==> src/hw/rtl/fdtd_pkg.sv <==
// shared types, constants and field arithmetic for the 1-D fdtd field core
// depends on nothing; imported by every module of the core
package fdtd_pkg;

  // grid size and widths
  localparam int unsigned Cells  = 16384;
  localparam int unsigned CellW  = $clog2(Cells);
  localparam int unsigned FieldW = 24;
  localparam int unsigned IdxW   = 14;

  typedef logic signed [FieldW-1:0] field_t;
  typedef logic [IdxW-1:0]          idx_t;
  typedef logic [CellW-1:0]         cell_t;

  localparam idx_t   SourceReset = idx_t'(8192);
  localparam field_t FieldMax    = {1'b0, {(FieldW-1){1'b1}}};
  localparam field_t FieldMin    = {1'b1, {(FieldW-1){1'b0}}};
  localparam cell_t  LastCell    = cell_t'(Cells - 1);

  // command queue between front and back
  localparam int unsigned QDepth = 2;
  localparam int unsigned QPtrW  = $clog2(QDepth);
  localparam int unsigned QCntW  = $clog2(QDepth + 1);

  typedef enum logic {
    CMD_STEP = 1'b0,
    CMD_READ = 1'b1
  } cmd_e;

  typedef enum logic {
    KIND_STEP = 1'b0,
    KIND_READ = 1'b1
  } kind_e;

  typedef struct packed {
    cmd_e   cmd;
    field_t pulse;
    idx_t   cell_idx;
  } item_t;

  // index lies inside the grid
  function automatic logic in_range(idx_t i);
    return (32'(i) < Cells);
  endfunction

  // index to memory address
  function automatic cell_t to_cell(idx_t i);
    return cell_t'(i);
  endfunction

  // floor((a - b) / 2), always fits the field width
  function automatic field_t half_diff(field_t a, field_t b);
    logic signed [FieldW:0] d;
    d = $signed({a[FieldW-1], a}) - $signed({b[FieldW-1], b});
    return field_t'(d >>> 1);
  endfunction

  // saturating add at the field range
  function automatic field_t sat_add(field_t a, field_t b);
    logic signed [FieldW:0] s;
    s = $signed({a[FieldW-1], a}) + $signed({b[FieldW-1], b});
    if (s[FieldW] != s[FieldW-1]) begin
      return s[FieldW] ? FieldMin : FieldMax;
    end
    return field_t'(s);
  endfunction

endpackage

==> src/hw/rtl/fdtd_queue.sv <==
// short command queue between the front and the back of the fdtd core
// depends on fdtd_pkg
module fdtd_queue (
  input  logic            clk_i,
  input  logic            rst_ni,
  input  logic            push_i,
  input  fdtd_pkg::item_t push_item_i,
  output logic            full_o,
  input  logic            pop_i,
  output logic            valid_o,
  output fdtd_pkg::item_t pop_item_o
);
  import fdtd_pkg::*;

  item_t            slot_q [QDepth];
  logic [QPtrW-1:0] wr_ptr_q, wr_ptr_d;
  logic [QPtrW-1:0] rd_ptr_q, rd_ptr_d;
  logic [QCntW-1:0] cnt_q, cnt_d;

  assign full_o     = (cnt_q == QCntW'(QDepth));
  assign valid_o    = (cnt_q != '0);
  assign pop_item_o = slot_q[rd_ptr_q];

  // pointer and fill count
  always_comb begin
    wr_ptr_d = wr_ptr_q;
    rd_ptr_d = rd_ptr_q;
    cnt_d    = cnt_q;
    if (push_i) begin
      wr_ptr_d = (wr_ptr_q == QPtrW'(QDepth - 1)) ? '0 : wr_ptr_q + 1'b1;
    end
    if (pop_i) begin
      rd_ptr_d = (rd_ptr_q == QPtrW'(QDepth - 1)) ? '0 : rd_ptr_q + 1'b1;
    end
    if (push_i && !pop_i) begin
      cnt_d = cnt_q + 1'b1;
    end else if (pop_i && !push_i) begin
      cnt_d = cnt_q - 1'b1;
    end
  end

  always_ff @(posedge clk_i or negedge rst_ni) begin
    if (!rst_ni) begin
      wr_ptr_q <= '0;
      rd_ptr_q <= '0;
      cnt_q    <= '0;
    end else begin
      wr_ptr_q <= wr_ptr_d;
      rd_ptr_q <= rd_ptr_d;
      cnt_q    <= cnt_d;
    end
  end

  // entry storage
  always_ff @(posedge clk_i) begin
    if (push_i) begin
      slot_q[wr_ptr_q] <= push_item_i;
    end
  end

endmodule

==> config.mk <==
export PLATFORM = sky130hd
export DESIGN_NAME = fdtd_queue
export DESIGN_NICKNAME = d
export VERILOG_FILES = /design/src/hw/rtl/fdtd_pkg.sv /design/src/hw/rtl/fdtd_queue.sv
export SDC_FILE = /design/constraint.sdc
export NUM_CORES = 1
export LEC_CHECK = 0
export BUFFER_PORTS_ARGS = -buffer_cell sky130_fd_sc_hd__buf_4
export CAP_MARGIN = 20
export CELL_PAD_IN_SITES_DETAIL_PLACEMENT = 0
export CELL_PAD_IN_SITES_GLOBAL_PLACEMENT = 1
export CORE_MARGIN = 8
export CORE_UTILIZATION = 46
export DETAILED_ROUTE_END_ITERATION = 12
export PLACE_DENSITY_LB_ADDON = 0.1
export REMOVE_ABC_BUFFERS = 1
export SETUP_SLACK_MARGIN = 0.02
export SYNTH_ARGS = -nofsm -noshare
export SYNTH_HDL_FRONTEND = slang
export SYNTH_SLANG_ARGS = --single-unit
==> constraint.sdc <==
create_clock -name clk_i -period 4.81 [get_ports clk_i]
set_input_delay 0.481 -clock clk_i [delete_from_list [all_inputs] [get_ports clk_i]]
set_output_delay 0.481 -clock clk_i [all_outputs]
set_load 0.005 [all_outputs]
---- Word level (Yosys, flattened, before mapping) ----
Memories as Yosys holds them, arrays and structs flattened.
Cells that the tools add are included.
cells by class
  add/subtract/negate cells ............... 4
  eq/ne operators ......................... 1
  mux-type cells .......................... 6
  reduce and logical (&&, ||, !) cells .... 6
operators by type and width
  kind                 count
  $mux 1               4
  $mux 2               2
  $reduce_bool 2->1    2
  $add 1x1->1 const B  2
  $add 2x1->2 const B  1
  $eq 2x2->1 const B   1
  $logic_and 1x1->1    2
  $logic_not 1->1      2
  $sub 2x1->2 const B  1
word-level totals
  flip-flop bits (word level) ............. 4
  RAM bits ................................ 78
  memories ................................ 1
memories
  name    depth  bits a word  read ports  clocked after memory_dff  write ports  line              RTL
  slot_q  2      39           1           0                         1            fdtd_queue.sv:15  item_t slot_q [QDepth];

---- Logic depth before layout (Yosys ltp) ----
  depth after elaboration ................. 4
  depth in mapped cells ................... 5

---- Worst setup path before layout ----
No wires, ideal clock.
  path kind ............................... input port to flip-flop
  start ................................... input port push_i
  end ..................................... memory slot_q[0][0] (netlist name), enable pin
  library setup time ...................... 440 ps
  arrival time ............................ 2228 ps
  slack ................................... 2142 ps
  cell stages on the path ................. 1
  buffers on the path ..................... 0
  cell sequence ........................... nor2b_1
between the ends
  word-level cells in the longest chain between the ends .. 2
RTL lines
  element                       line              RTL
  start: declaration            fdtd_queue.sv:6   input logic push_i,
  $mux 1                        fdtd_queue.sv:56  if (push_i) begin
  $mux 1 (not written as such)  fdtd_queue.sv:57  slot_q[wr_ptr_q] <= push_item_i;
  end: declaration              fdtd_queue.sv:15
Every way passes these cells.

==> flow_metrics.py <==
metrics = {
    "outcome": {
        "outcome": "complete, no violations",
    },
    "drt": {
        "drcViolationCount": 0,
        "routed_via_density": 4.814,
        "drt_iter0_drc": 41,
        "wl_per_cell_um": 17.05,
        "drtAntennaViolNets": 0,
        "num_vias": 1497,
        "dr.pass1.iters": 4,
        "wl_um": 5304,
    },
    "yosys": {
        "syn_inst": 137,
        "ys_warn_count": 0,
        "synth_seq_cells": 82,
        "synth_seq_area_share": 0.8100,
        "synth_area_um2": 3015,
        "syn_avg_cell_area_um2": 22.01,
        "yosysUniqueCellTypes": 12,
    },
    "layout": {
        "num_antenna_cells": 0,
        "most-common-layout-cells": "83 x buf_4, 78 x edfxtp_1, 39 x mux2_2",
        "final_common_cell": "buf_4",
        "drive_above_1_share": 0.5940,
        "instances_no_fill": 311,
        "fin_area_um2": 3909,
        "fillers": 488,
        "layout.nets": 273,
        "syn2layout_area_growth_pct": 29.63,
        "fin_util": 0.6156,
    },
    "clocking": {
        "numCtsBuffers": 9,
        "cts_tree": "built",
        "clkSlewWorstSetupHoldPaths_ps": 80,
        "cts.repair.resized": 0,
        "cts_sinks": 82,
        "ctsHoldBuffers": 1,
        "htree_levels": 3,
        "ctsLongestPathBuffers": 2,
        "clk_latency_ps": 330,
        "root_buffer": "clkbuf_8",
        "post_cts_buffers": 0,
    },
    "sta": {
        "fmax_ghz": 0.4261,
        "finalCritPeriodShare": 0.4879,
        "worstMarginPinSlew_ps": 936.9,
        "maxSlewHeadroom": 0.3754,
        "clock_skew_ps": 6.194,
        "maxSlewViolCount": 0,
        "rsz0062_at_grt": "no",
        "period_minus_slack_ps": 2347,
        "setup_viol": 0,
        "hold_slack_ps": 326.0,
        "final.setup.tns_ps": 0,
        "finalHoldViolCount": 0,
    },
    "floorplanning": {
        "core-area_um2": 6350,
        "core.rowCount": 29,
        "die_x_um": 96.97,
        "dieArea_um2": 9402,
        "fp.dieH_um": 96.97,
        "io_pins": 84,
        "start_util": 0.4749,
    },
    "power_and_ir_drop": {
        "p_leak_uw": 0.001485,
        "vdd_drop_max_uv": 484.1,
        "power.density_nw_per_um2": 534.3,
    },
    "hold_path": {
        "holdCritPathClass": "primary input to register",
        "hold_end": "slot_q[1][0]",
        "min_path_cells": 1,
        "hold_path.startpoint": "push_item_i[0]",
    },
    "global_route": {
        "antenna_found_initial": 0,
        "overflow": 0,
        "grt_pass1_vias": 1714,
        "grt_max_degree": 41,
        "grt_pass1_wl_um": 8217,
        "grt.total_usage": 0.1120,
    },
    "setup_path": {
        "path_class": "register to primary output",
        "ff2ff_setup_slack_ps": 3190,
        "critPathLaunch": "rd_ptr_q",
        "endpoint_kind": "primary output",
        "cp.arrival_ps": 1870,
        "crit_required_ps": 4330,
        "cp-start-kind": "register",
        "rr_startpoint": "wr_ptr_q",
        "cp_max_fo": 40,
        "reg2reg_to": "slot_q[1][38]",
        "reg2reg_depth": 1,
    },
    "placement": {
        "dp_cells": 293,
        "dp_hpwl_um": 3579,
        "gp_congestion": 0.6653,
        "dpl-instance-area_um2": 3700,
        "portBuffers": 83,
    },
    "run": {
        "cap_viol_max_count": 0,
    },
}
[through the flow]
step | setup WS, ps | power, uW
floorplan | 2142 | 1322
global placement | 2807 | 1638
detailed placement | 2792 | 1656
CTS | 2412 | 2114
global route | 2334 | 2197
finish | 2463 | 2088
[metal layers]
metal  part of all wire  global-route usage  up-vias
met5                  0                   0        -
met4              0.011             0.05325        0
met3              0.076             0.04410        9
met2               0.52              0.1943       55
met1               0.39              0.1154      720
li1                   -                   -      713
[cell usage after synthesis]
cell type / count / area (um^2)
mux2_2: 39 / 439.2
or2_2: 1 / 6.260
inv_1: 1 / 3.750
and2_1: 1 / 6.260
nor2b_1: 2 / 12.51
edfxtp_1: 78 / 2342
ha_1: 1 / 12.51
xnor2_1: 1 / 8.760
dfrtp_1: 4 / 100.1
nor2_1: 1 / 3.750
buf_6: 4 / 45.04
xor2_1: 4 / 35.03
[worst max path at each step]
stage	end	slack, ps	cells past startpoint
after global routing	pop_item_o[21]	2330	2
final	pop_item_o[28]	2460	2
after detailed placement	pop_item_o[21]	2790	2
after CTS	pop_item_o[21]	2410	2
after global placement	pop_item_o[7]	2810	2
after floorplan	slot_q[0][0]	2140	1
[cell type report]
| class | instances | area (um^2) | area share |
|---|---|---|---|
| well taps | 77 | 96.34 | 0.02465 |
| repair buffers | 85 | 653.1 | 0.1671 |
| flip-flops and latches | 82 | 2444 | 0.6252 |
| inverters | 1 | 3.754 | 0.0009603 |
| clock inverters | 3 | 40.04 | 0.01024 |
| clock buffers | 13 | 138.9 | 0.03553 |
| multi-input cells | 50 | 533.0 | 0.1364 |
[critical path, stage by stage, from the launching register on]
cell and delay (ps):
dfrtp_2 960, mux2_2 420, buf_4 140
[cells by family (layout without fill, tap and decap cells)]
family / Yosys count / in the layout / share of synthesized area
flops: 82 / 82 / 0.8100
mux: 39 / 39 / 0.1456
xor+xnor: 5 / 5 / 0.01452
simple gates: 5 / 5 / 0.009544
buf+inv: 5 / 102 / 0.01618
fa+ha+maj: 1 / 1 / 0.004149
[power breakdown]
part | total (uW) | switching [uW] | leakage (uW) | internal (uW)
combinational | 579 | 212 | 0.000615 | 367
clock | 455 | 215 | 0.0000914 | 239
sequential | 1050 | 104 | 0.000778 | 950
[flip-flops by register name, summed over array words and instances (netlist names)]
register and flops:
slot_q 78, cnt_q 2, rd_ptr_q 1, wr_ptr_q 1
(Power assumes the default switching activity.)
