$ cat config.mk
export PLATFORM = sky130hd
export DESIGN_NAME = fdtd_front
export DESIGN_NICKNAME = d
export VERILOG_FILES = /design/src/hw/rtl/fdtd_pkg.sv /design/src/hw/rtl/fdtd_front.sv
export SDC_FILE = /design/constraint.sdc
export NUM_CORES = 1
export LEC_CHECK = 0
export ABC_AREA = 1
export BUFFER_PORTS_ARGS = -buffer_cell sky130_fd_sc_hd__buf_4
export CORE_UTILIZATION = 31
export CTS_CLUSTER_DIAMETER = 100
export CTS_CLUSTER_SIZE = 12
export DETAILED_ROUTE_END_ITERATION = 10
export PLACE_DENSITY = 0.79
export REMOVE_ABC_BUFFERS = 1
export SYNTH_ARGS = -nofsm -noshare
export SYNTH_HDL_FRONTEND = slang
export SYNTH_SLANG_ARGS = --single-unit
$ cat constraint.sdc
create_clock -name clk_i -period 1 [get_ports clk_i]
set_clock_uncertainty 0.05 [all_clocks]
set_input_delay 0.1 -clock clk_i [delete_from_list [all_inputs] [get_ports clk_i]]
set_output_delay 0.1 -clock clk_i [all_outputs]
set_load 0.03 [all_outputs]
$ cat src/hw/rtl/fdtd_pkg.sv
// shared types, constants and field arithmetic for the 1-D fdtd field core
// depends on nothing; imported by every module of the core
package fdtd_pkg;

  // grid size and widths
  localparam int unsigned Cells  = 16384;
  localparam int unsigned CellW  = $clog2(Cells);
  localparam int unsigned FieldW = 24;
  localparam int unsigned IdxW   = 14;

  typedef logic signed [FieldW-1:0] field_t;
  typedef logic [IdxW-1:0]          idx_t;
  typedef logic [CellW-1:0]         cell_t;

  localparam idx_t   SourceReset = idx_t'(8192);
  localparam field_t FieldMax    = {1'b0, {(FieldW-1){1'b1}}};
  localparam field_t FieldMin    = {1'b1, {(FieldW-1){1'b0}}};
  localparam cell_t  LastCell    = cell_t'(Cells - 1);

  // command queue between front and back
  localparam int unsigned QDepth = 2;
  localparam int unsigned QPtrW  = $clog2(QDepth);
  localparam int unsigned QCntW  = $clog2(QDepth + 1);

  typedef enum logic {
    CMD_STEP = 1'b0,
    CMD_READ = 1'b1
  } cmd_e;

  typedef enum logic {
    KIND_STEP = 1'b0,
    KIND_READ = 1'b1
  } kind_e;

  typedef struct packed {
    cmd_e   cmd;
    field_t pulse;
    idx_t   cell_idx;
  } item_t;

  // index lies inside the grid
  function automatic logic in_range(idx_t i);
    return (32'(i) < Cells);
  endfunction

  // index to memory address
  function automatic cell_t to_cell(idx_t i);
    return cell_t'(i);
  endfunction

  // floor((a - b) / 2), always fits the field width
  function automatic field_t half_diff(field_t a, field_t b);
    logic signed [FieldW:0] d;
    d = $signed({a[FieldW-1], a}) - $signed({b[FieldW-1], b});
    return field_t'(d >>> 1);
  endfunction

  // saturating add at the field range
  function automatic field_t sat_add(field_t a, field_t b);
    logic signed [FieldW:0] s;
    s = $signed({a[FieldW-1], a}) + $signed({b[FieldW-1], b});
    if (s[FieldW] != s[FieldW-1]) begin
      return s[FieldW] ? FieldMin : FieldMax;
    end
    return field_t'(s);
  endfunction

endpackage

$ cat src/hw/rtl/fdtd_front.sv
// front end: takes input transfers, classifies them and queues them,
// and holds the source cell register; depends on fdtd_pkg
module fdtd_front (
  input  logic            clk_i,
  input  logic            rst_ni,
  input  logic            in_valid_i,
  output logic            in_stall_o,
  input  logic            command_i,
  input  fdtd_pkg::field_t pulse_sample_i,
  input  fdtd_pkg::idx_t  cell_index_i,
  input  logic            cfg_valid_i,
  output logic            cfg_ready_o,
  input  fdtd_pkg::idx_t  cfg_data_i,
  input  logic            q_full_i,
  input  logic            clearing_i,
  output logic            push_o,
  output fdtd_pkg::item_t push_item_o,
  output fdtd_pkg::idx_t  source_o
);
  import fdtd_pkg::*;

  idx_t source_q;

  // no transfer while the queue is full or the field memories are clearing
  assign in_stall_o = q_full_i || clearing_i;
  assign push_o     = in_valid_i && !in_stall_o;

  // classify the item; a step carries no cell, a read no pulse
  always_comb begin
    push_item_o.cmd      = cmd_e'(command_i);
    push_item_o.pulse    = '0;
    push_item_o.cell_idx = '0;
    case (push_item_o.cmd)
      CMD_STEP: push_item_o.pulse    = pulse_sample_i;
      CMD_READ: push_item_o.cell_idx = cell_index_i;
      default:  push_item_o.pulse    = '0;
    endcase
  end

  // source cell register, always writable
  assign cfg_ready_o = 1'b1;
  assign source_o    = source_q;

  always_ff @(posedge clk_i or negedge rst_ni) begin
    if (!rst_ni) begin
      source_q <= SourceReset;
    end else if (cfg_valid_i && cfg_ready_o) begin
      source_q <= cfg_data_i;
    end
  end

endmodule

; Yosys cells after proc, flatten, opt, wreduce, memory -nomap -nowiden
; Cells that the tools add are included.
[word_totals]
register_bits = 14
input_bits = 59
out_inout_bits = 56
wordCells = 6
[op_classes]
mux = 2
n_reduce_logical = 3
[ops]
columns = cell, count
row1 = two-way mux 24 bit, 1
row2 = two-way mux 14 bit, 1
row3 = logical AND 1 bit, 1
row4 = logical NOT 1 bit, 1
row5 = logical OR 1 bit, 1

; Longest topological paths before layout
; Gate-level depths: netlist (run 1).
[depth]
ltp_word = 3
depth_mapped = 4
ltp_nobuf = 3

; Worst setup path before layout (run 1)
; Ideal clock, no wire load.
[synth_timing]
kind = input-to-output
startpoint = input command_i
endpoint = output push_item_o[16] (netlist name)
arrival_ps = 816
required_time_ps = 850
slack_ps = 34
stages = 3
n_path_buf = 2
path_cell_list = buf_2 -> buf_6 -> nor2_1
[synth_lines]
columns = item, line
row1 = start: declaration, fdtd_front.sv:8  ; input logic command_i,
row2 = end: declaration, fdtd_front.sv:17  ; output fdtd_pkg::item_t push_item_o,

; Worst setup path in the final report (run 1)
[layout_timing]
startpoint = register source_q[13], in the netlist source_o[13]
endpoint = output source_o[13]
[layout_lines]
columns = item, line
row1 = start: declaration, fdtd_front.sv:22  ; idx_t source_q;
row2 = start signal: assignment, fdtd_front.sv:46  ; source_q <= SourceReset;
row3 = start signal: assignment, fdtd_front.sv:48  ; source_q <= cfg_data_i;
row4 = end: declaration, fdtd_front.sv:18  ; output fdtd_pkg::idx_t source_o
; No word-level cell between the ends.

==> key figures, run 1 <==
Clock tree
  – CTS root buf: clkbuf_4
  – Latest clock arrival within the worst-skew pair: 0.27 ns
  – CTS Buf Count: 3
  – Clk sink count: 14
  – Reg clk slew, reported paths: 0.08 ns
  – Clk buf depth: 2
  – H-tree depth: 1
  – CTS tree: done

Power and ir drop
  – Leakage: 1.32 nW
  – VDD IR-drop max: 982 uV
  – Power Dens Cells: 992 nW/um2

Final layout
  – Non-Filler Instances: 309
  – Layout cell share with drive strength beyond 1: 0.450
  – Ant diodes: 0
  – Reg area: 352 um2
  – Most frequent cells in the layout: buf_4, nand2_1, inv_1, nor2_1, dlygate4sd3_1
  – Most common cell after layout, fill and taps aside: buf_4
  – Max reg flops: 14
  – Final #Nets: 338
  – Layout fillers: 210
  – Area Growth Syn to Fin: 123%
  – Area of the multi-input gates: 312 um2

Timing
  – Final setup vio count: 2
  – Final worst setup slack: -0.116 ns
  – RSZ-0062 raised after global routing: true
  – Period utilization: 1.12
  – Pins Over Slew Limit: 0
  – Max Fclk: 896 MHz
  – Min Tclk post-route: 1.12 ns
  – Min Hold Slack: 0.0586 ns
  – Final Hold Fails: 0

Setup path
  – Worst reg-to-reg path cell count: 3
  – WS Path Type: register to output port
  – Critical path depth: 1
  – Crit path capture type: output port
  – Reg2reg start: source_o[2]
  – CP peak stage delay: 0.56 ns
  – CP Data Arrival Time: 0.97 ns
  – Flop-to-flop setup slack: 0.15 ns
  – RR Endpoint: source_o[2]
  – Slowest CP cell: dfstp_2
  – Bufs and invs on worst path: 1
  – Kind of cell adding the most delay to the critical path: flip-flops
  – CP Cell Sequence: buf_6
  – Req. time, crit path: 0.85 ns
  – CP Launch Type: register
  – Worst-path fanout max: 2

Floorplan
  – Ports: 115
  – Initial core utilization: 0.324
  – Die Wd: 55.5 um
  – Total core area: 2730 um2
  – Die Area: 3080 um2
  – Die height: 55.5 um
  – # rows: 19

Global routing
  – Pin count of the biggest net entering global routing: 40
  – Number of global-route vias before repair: 1120
  – Initial antenna violation count: 0
  – First-pass GRT wire length: 5.05 mm
  – Gr usage total: 0.211
  – Overflow after GRT: 0

Drt
  – Total vias in the final route: 1299
  – Wire per inst: 11.2 um
  – Post-route DRC: 0
  – Drt total wl: 3.47 mm
  – DR iter-0 viols: 39
  – 1st-pass router iterations: 4
  – Antenna-violating nets left: 0
  – Vias per inst: 4.20

Run status
  – Status: finished, violations left
  – Failing checks: setup timing

Synthesis
  – Seq/Total Area, Yosys: 0.396
  – Yosys warns: 0
  – Post-Synthesis Cells: 147
  – Number of library cell types mapped by synthesis: 10
  – Syn avg cell area: 6.03 um2
  – Top-area cell type share of the netlist area: 0.367
  – Area leader, netlist: dfrtp_1
  – Synthesized area: 887 um2
  – #FFs+latches synth: 14
  – Largest cells by area after synthesis: dfrtp_1, nand2_1, inv_1

Place
  – Post-Place Cells: 283
  – Post-DP HPWL: 2.14 mm
  – Routability cong.: 0.720
  – Port bufs: 113

Job
  – Max cap viols: 0

Worst hold path
  – Worst min-delay path class: input port to register
  – Hold EP: source_o[13]
  – Worst hold stages: 3
  – Hold Path Origin: cfg_valid_i
==> logic make-up (layout without fill, tap and decap cells) <==
group / count (synthesis) / after routing / synth area share
other: 1 / 1 / 0.00423
buffers and inverters: 50 / 181 / 0.252
flip-flops: 14 / 14 / 0.396
AND/OR/NAND/NOR: 82 / 82 / 0.347
==> worst max path at each step <==
| stage | from | to | slack, ns |
|---|---|---|---|
| 2_1_floorplan | q_full_i | push_o | 0.04 |
| 3_5_place_dp | command_i | push_item_o[7] | 0.13 |
| 3_3_place_gp | command_i | push_item_o[1] | 0.14 |
| 4_1_cts | source_o[13] | source_o[13] | -0.11 |
| 5_1_grt | source_o[13] | source_o[13] | -0.14 |
| 6_report | source_o[13] | source_o[13] | -0.12 |
==> through the flow <==
| step | instance area, um2 | setup slack, ns | util | total power [W] | TNS, ns |
|---|---|---|---|---|---|
| floorplan | 821 | 0.0431 | - | 0.00105 | 0 |
| global placement | 1710 | 0.138 | 0.625 | 0.00149 | 0 |
| detailed placement | 1710 | 0.125 | 0.625 | 0.00150 | 0 |
| CTS | 1890 | -0.109 | 0.691 | 0.00187 | -0.109 |
| global route | 1980 | -0.141 | 0.725 | 0.00206 | -0.233 |
| finish | 1980 | -0.116 | 0.725 | 0.00197 | -0.123 |
==> where the power goes <==
group	total (W)	internal, W	switching (W)
clock	0.000343	0.000155	0.000188
sequential	0.000659	0.000619	0.0000396
combinational	0.000964	0.000454	0.000511
==> cell usage after synthesis (all sizes together) <==
cell and count:
conb 1, buf 8, dfstp 1, nand2 57, dfrtp 13, inv 42, nor2 25
==> timing repair <==
action,in CTS,in global routing
endpoints found under the setup margin,1,14
hold buffers,15,0
cloned,0,0
resized for setup,1,11
endpoints found under the hold margin,28,0
setup buffers,0,7
==> area by class of cell <==
| cell class | instances | share of cell area |
|---|---|---|
| inverter | 42 | 0.0795 |
| tap | 31 | 0.0196 |
| timing repair buffer | 135 | 0.553 |
| clock buffer | 4 | 0.0133 |
| multi-input combinational | 83 | 0.157 |
| sequential | 14 | 0.177 |
==> per-layer routing <==
layer  track usage  wire length [um]  vias up
li1              -                 -      652
met1         0.212              1240      564
met2         0.389              1840       77
met3        0.0656               333        6
met4         0.100                53        0
met5             0                 0        -
Power figures use the tool's default switching activity.
==> run 2, diff against run 1 <==
- CORE_ASPECT_RATIO: unset -> 1.75
==> key figures, run 2 (same netlist as run 1, synthesis figures left out) <==
Place
  – Routability cong.: 0.765
  – Port bufs: 113
  – Post-DP HPWL: 2.49 mm

Floorplan
  – Die Wd: 42.4 um
  – Die Area: 3090 um2
  – # rows: 25
  – Ports: 115
  – Total core area: 2720 um2
  – Initial core utilization: 0.326
  – Die height: 72.8 um

Timing
  – Min Hold Slack: 0.00404 ns
  – Final Hold Fails: 0
  – Pins Over Slew Limit: 0
  – Final worst setup slack: -0.0581 ns
  – Max Fclk: 945 MHz
  – Setup tns final: -0.0581 ns
  – RSZ-0062 raised after global routing: true
  – Period utilization: 1.06
  – Min Tclk post-route: 1.06 ns
  – Final setup vio count: 1

Worst hold path
  – Worst min-delay path class: input port to register
  – Worst hold stages: 3

Job
  – Max cap viols: 0

Drt
  – Post-route DRC: 0
  – Total vias in the final route: 1228
  – Drt total wl: 3.18 mm
  – Vias per inst: 4.29
  – Antenna-violating nets left: 0
  – Wire per inst: 11.1 um
  – DR iter-0 viols: 15
  – 1st-pass router iterations: 3

Setup path
  – CP Data Arrival Time: 0.91 ns
  – Worst reg-to-reg path cell count: 2
  – Kind of cell adding the most delay to the critical path: flip-flops
  – Worst-path fanout max: 2
  – WS Path Type: register to output port
  – Critical path depth: 1
  – CP peak stage delay: 0.54 ns
  – CP Launch Type: register
  – Crit path capture type: output port
  – Req. time, crit path: 0.85 ns
  – Bufs and invs on worst path: 1
  – CP Cell Sequence: buf_6
  – Slowest CP cell: dfstp_2

Global routing
  – Number of global-route vias before repair: 1118
  – Overflow after GRT: 0
  – GRT met2 Usage: 0.362
  – GRT busiest layer: met2
  – Pin count of the biggest net entering global routing: 40
  – Initial antenna violation count: 0
  – First-pass GRT wire length: 4.88 mm
  – Routing usage on met1: 0.217
  – Met3 Resource Use GR: 0.0817
  – Gr usage total: 0.207

Final layout
  – Most common cell after layout, fill and taps aside: buf_4
  – Area Growth Syn to Fin: 102%
  – Most frequent cells in the layout: buf_4, nand2_1, inv_1, nor2_1, dfrtp_1
  – Final #Nets: 319
  – Max reg flops: 14
  – Ant diodes: 0
  – Layout cell share with drive strength beyond 1: 0.459

Run status
  – Failing checks: setup timing
  – Status: finished, violations left

Clock tree
  – Clk sink count: 14
  – Latest clock arrival within the worst-skew pair: 0.24 ns
  – CTS Buf Count: 3
  – Clk buf depth: 2
  – CTS root buf: clkbuf_8
  – CTS tree: done
  – H-tree depth: 1
  – Reg clk slew, reported paths: 0.06 ns

Power and ir drop
  – Power consumption: 0.00206 W
  – Leakage: 1.23 nW
  – VDD IR-drop max: 972 uV
  – Power Dens Cells: 1150 nW/um2
## run 2: routing by layer
layer / wire length [um] / vias up
met4: 50 / 0
met3: 435 / 4
met5: 0 / -
li1: - / 613
met1: 1170 / 524
met2: 1530 / 87
## run 2: through the flow
stage / utilization / instance area (um2) / cells / setup slack [ns]
after global placement: 0.626 / 1700 / 279 / 0.113
after global routing: 0.658 / 1790 / 286 / -0.0870
after detailed placement: 0.626 / 1700 / 279 / 0.0745
after CTS: 0.658 / 1790 / 286 / -0.0698
after floorplan: - / 821 / 139 / 0.0431
final: 0.658 / 1790 / 286 / -0.0581
## run 2: where the power goes
| group | internal [W] | switching, W | total (W) |
|---|---|---|---|
| clock network | 0.000349 | 0.000201 | 0.000549 |
| registers | 0.000620 | 0.0000299 | 0.000650 |
| logic | 0.000370 | 0.000488 | 0.000857 |
## run 2: final timing paths
kind / from / end / slack (ns)
max in group asynchronous: rst_ni / source_o[13] / 0.48
worst max register to register: source_o[13] / source_o[13] / 0.24
worst max-delay path: source_o[13] / source_o[13] / -0.06
worst min-delay path: cfg_data_i[4] / source_o[4] / 0.004
min in group asynchronous: rst_ni / source_o[9] / 0.18
worst min register to register: source_o[3] / source_o[3] / 0.42
## run 2: what timing repair did
item / 4_1_cts / 5_1_grt
hold buffers: 3 / 0
pin swaps: 0 / 0
resized for setup: 1 / 0
setup endpoints to repair: 1 / 1
buffers inserted: 0 / 0
hold endpoints to repair: 16 / 0
## run 2: area by class of cell
class / instances / area [um2]
multi-input cells: 83 / 312
inverters: 42 / 158
well taps: 27 / 33.8
fillers: 248 / 930
repair buffers: 116 / 882
flip-flops and latches: 14 / 352
clock buffers: 4 / 55.1
==> run 3, diff against run 2 <==
- SETUP_SLACK_MARGIN: unset -> 0.2
==> key figures, run 3 (same netlist as run 1, synthesis figures left out) <==
Power and ir drop
  – Clock power share: 0.254
  – Leakage: 1.32 nW
  – VDD IR-drop max: 991 uV
  – Net Sw Frac: 0.349
  – Logic pwr share: 0.444
  – Psw: 0.000767 W
  – Power Dens Cells: 1110 nW/um2
  – Internal power: 0.00143 W
  – Register share of total power: 0.302

Run status
  – Status: finished, violations left
  – Failing checks: hold timing, setup timing

Place
  – Routability cong.: 0.765
  – Port bufs: 113
  – Post-DP HPWL: 2.49 mm
  – Placed cell areas: 1700 um2
  – Post-Place Worst Slack: 0.0745 ns

Clock tree
  – Clk sink count: 14
  – CTS tree: done
  – Latest clock arrival within the worst-skew pair: 0.25 ns
  – CTS Buf Count: 3
  – Clk buf depth: 2
  – CTS root buf: clkbuf_8
  – H-tree depth: 1
  – Reg clk slew, reported paths: 0.06 ns

Floorplan
  – Total core area: 2720 um2
  – Die Area: 3090 um2
  – Die height: 72.8 um
  – # rows: 25
  – Initial core utilization: 0.326
  – Ports: 115
  – Die Wd: 42.4 um

Drt
  – Vias per inst: 4.30
  – Antenna-violating nets left: 0
  – Wire per inst: 11.9 um
  – Total vias in the final route: 1274
  – Post-route DRC: 0
  – 1st-pass router iterations: 4
  – Drt total wl: 3.52 mm
  – DR iter-0 viols: 16

Setup path
  – CP Cell Sequence: buf_6
  – Bufs and invs on worst path: 1
  – Req. time, crit path: 0.85 ns
  – Slowest CP cell: dfstp_2
  – Worst-path fanout max: 2
  – CP peak stage delay: 0.54 ns
  – CP Data Arrival Time: 0.92 ns
  – Kind of cell adding the most delay to the critical path: flip-flops
  – WS Path Type: register to output port
  – Crit path capture type: output port
  – CP Launch Type: register
  – Flop-to-flop setup slack: 0.12 ns

Global routing
  – Initial antenna violation count: 0
  – Pin count of the biggest net entering global routing: 40
  – Gr usage total: 0.210
  – First-pass GRT wire length: 5.00 mm
  – Number of global-route vias before repair: 1125
  – Overflow after GRT: 0

Final layout
  – Most frequent cells in the layout: buf_4, nand2_1, inv_1, nor2_1, buf_6
  – Ant diodes: 0
  – Max reg flops: 14
  – Layout cell share with drive strength beyond 1: 0.498
  – Layout fillers: 212
  – Post-route cell area: 1970 um2
  – Area Growth Syn to Fin: 123%
  – Most common cell after layout, fill and taps aside: buf_4
  – Final #Nets: 329

Timing
  – Final setup vio count: 1
  – Min Tclk post-route: 1.07 ns
  – Period utilization: 1.07
  – RSZ-0062 raised after global routing: true
  – Max Fclk: 939 MHz
  – Min Hold Slack: -0.000370 ns
  – Final worst setup slack: -0.0651 ns
  – Pins Over Slew Limit: 0
  – Final Hold Fails: 1

Job
  – Max cap viols: 0

Worst hold path
  – Worst min-delay path class: input port to register
## run 3: area by class of cell
type / instances / area, um2 / share of cell area
inverter: 42 / 158 / 0.0798
multi-input combinational: 83 / 327 / 0.165
clock buffer: 4 / 55.1 / 0.0279
tap: 27 / 33.8 / 0.0171
sequential: 14 / 352 / 0.178
timing repair buffer: 126 / 1050 / 0.532
## run 3: final timing paths
path | end | startpoint | cells past startpoint
setup / recovery | source_o[13] | source_o[13] | 1
hold / removal | source_o[4] | cfg_data_i[4] | 3
setup reg to reg | source_o[2] | source_o[2] | 4
hold reg to reg | source_o[13] | source_o[13] | 2
max in group asynchronous | source_o[13] | rst_ni | 2
min in group asynchronous | source_o[5] | rst_ni | 2
## run 3: worst register-to-register path: stages (launching register included)
cell,delay [ns]
dfrtp_1,0.40
buf_6,0.12
buf_6,0.10
nand2_2,0.05
nand2_1,0.05
## run 3: power by group through the flow
stage | clock network [W] | registers [W] | logic, W
floorplan | 0 | 0.000758 | 0.000297
global placement | 0 | 0.000655 | 0.000838
detailed placement | 0 | 0.000658 | 0.000850
CTS | 0.000565 | 0.000657 | 0.000911
global route | 0.000588 | 0.000668 | 0.00104
finish | 0.000560 | 0.000664 | 0.000977
## run 3: repair_timing
item                       4_1_cts  5_1_grt
setup buffers                    3        6
pin swaps                        0        6
setup endpoints to repair       53       23
gates resized for setup         16       15
hold buffers                     3        1
hold endpoints to repair        16        1
## run 3: per-stage QoR
| step | utilization | power (W) | hold slack, ns | instances | TNS, ns |
|---|---|---|---|---|---|
| floorplan | - | 0.00105 | -0.246 | 139 | 0 |
| global placement | 0.626 | 0.00149 | -0.0941 | 279 | 0 |
| detailed placement | 0.626 | 0.00151 | -0.0908 | 279 | 0 |
| CTS | 0.687 | 0.00213 | 0.000243 | 289 | -0.0698 |
| global route | 0.726 | 0.00229 | 0.00136 | 296 | -0.0877 |
| finish | 0.726 | 0.00220 | -0.000370 | 296 | -0.0651 |
## run 3: metal layers
layer | global-route usage | up-vias | routed length, um | part of all wire
li1 | - | 633 | - | -
met3 | 0.0891 | 6 | 475 | 0.13
met1 | 0.238 | 546 | 1280 | 0.36
met4 | 0.0833 | 0 | 59 | 0.017
met5 | 0 | - | 0 | 0
met2 | 0.345 | 89 | 1710 | 0.49
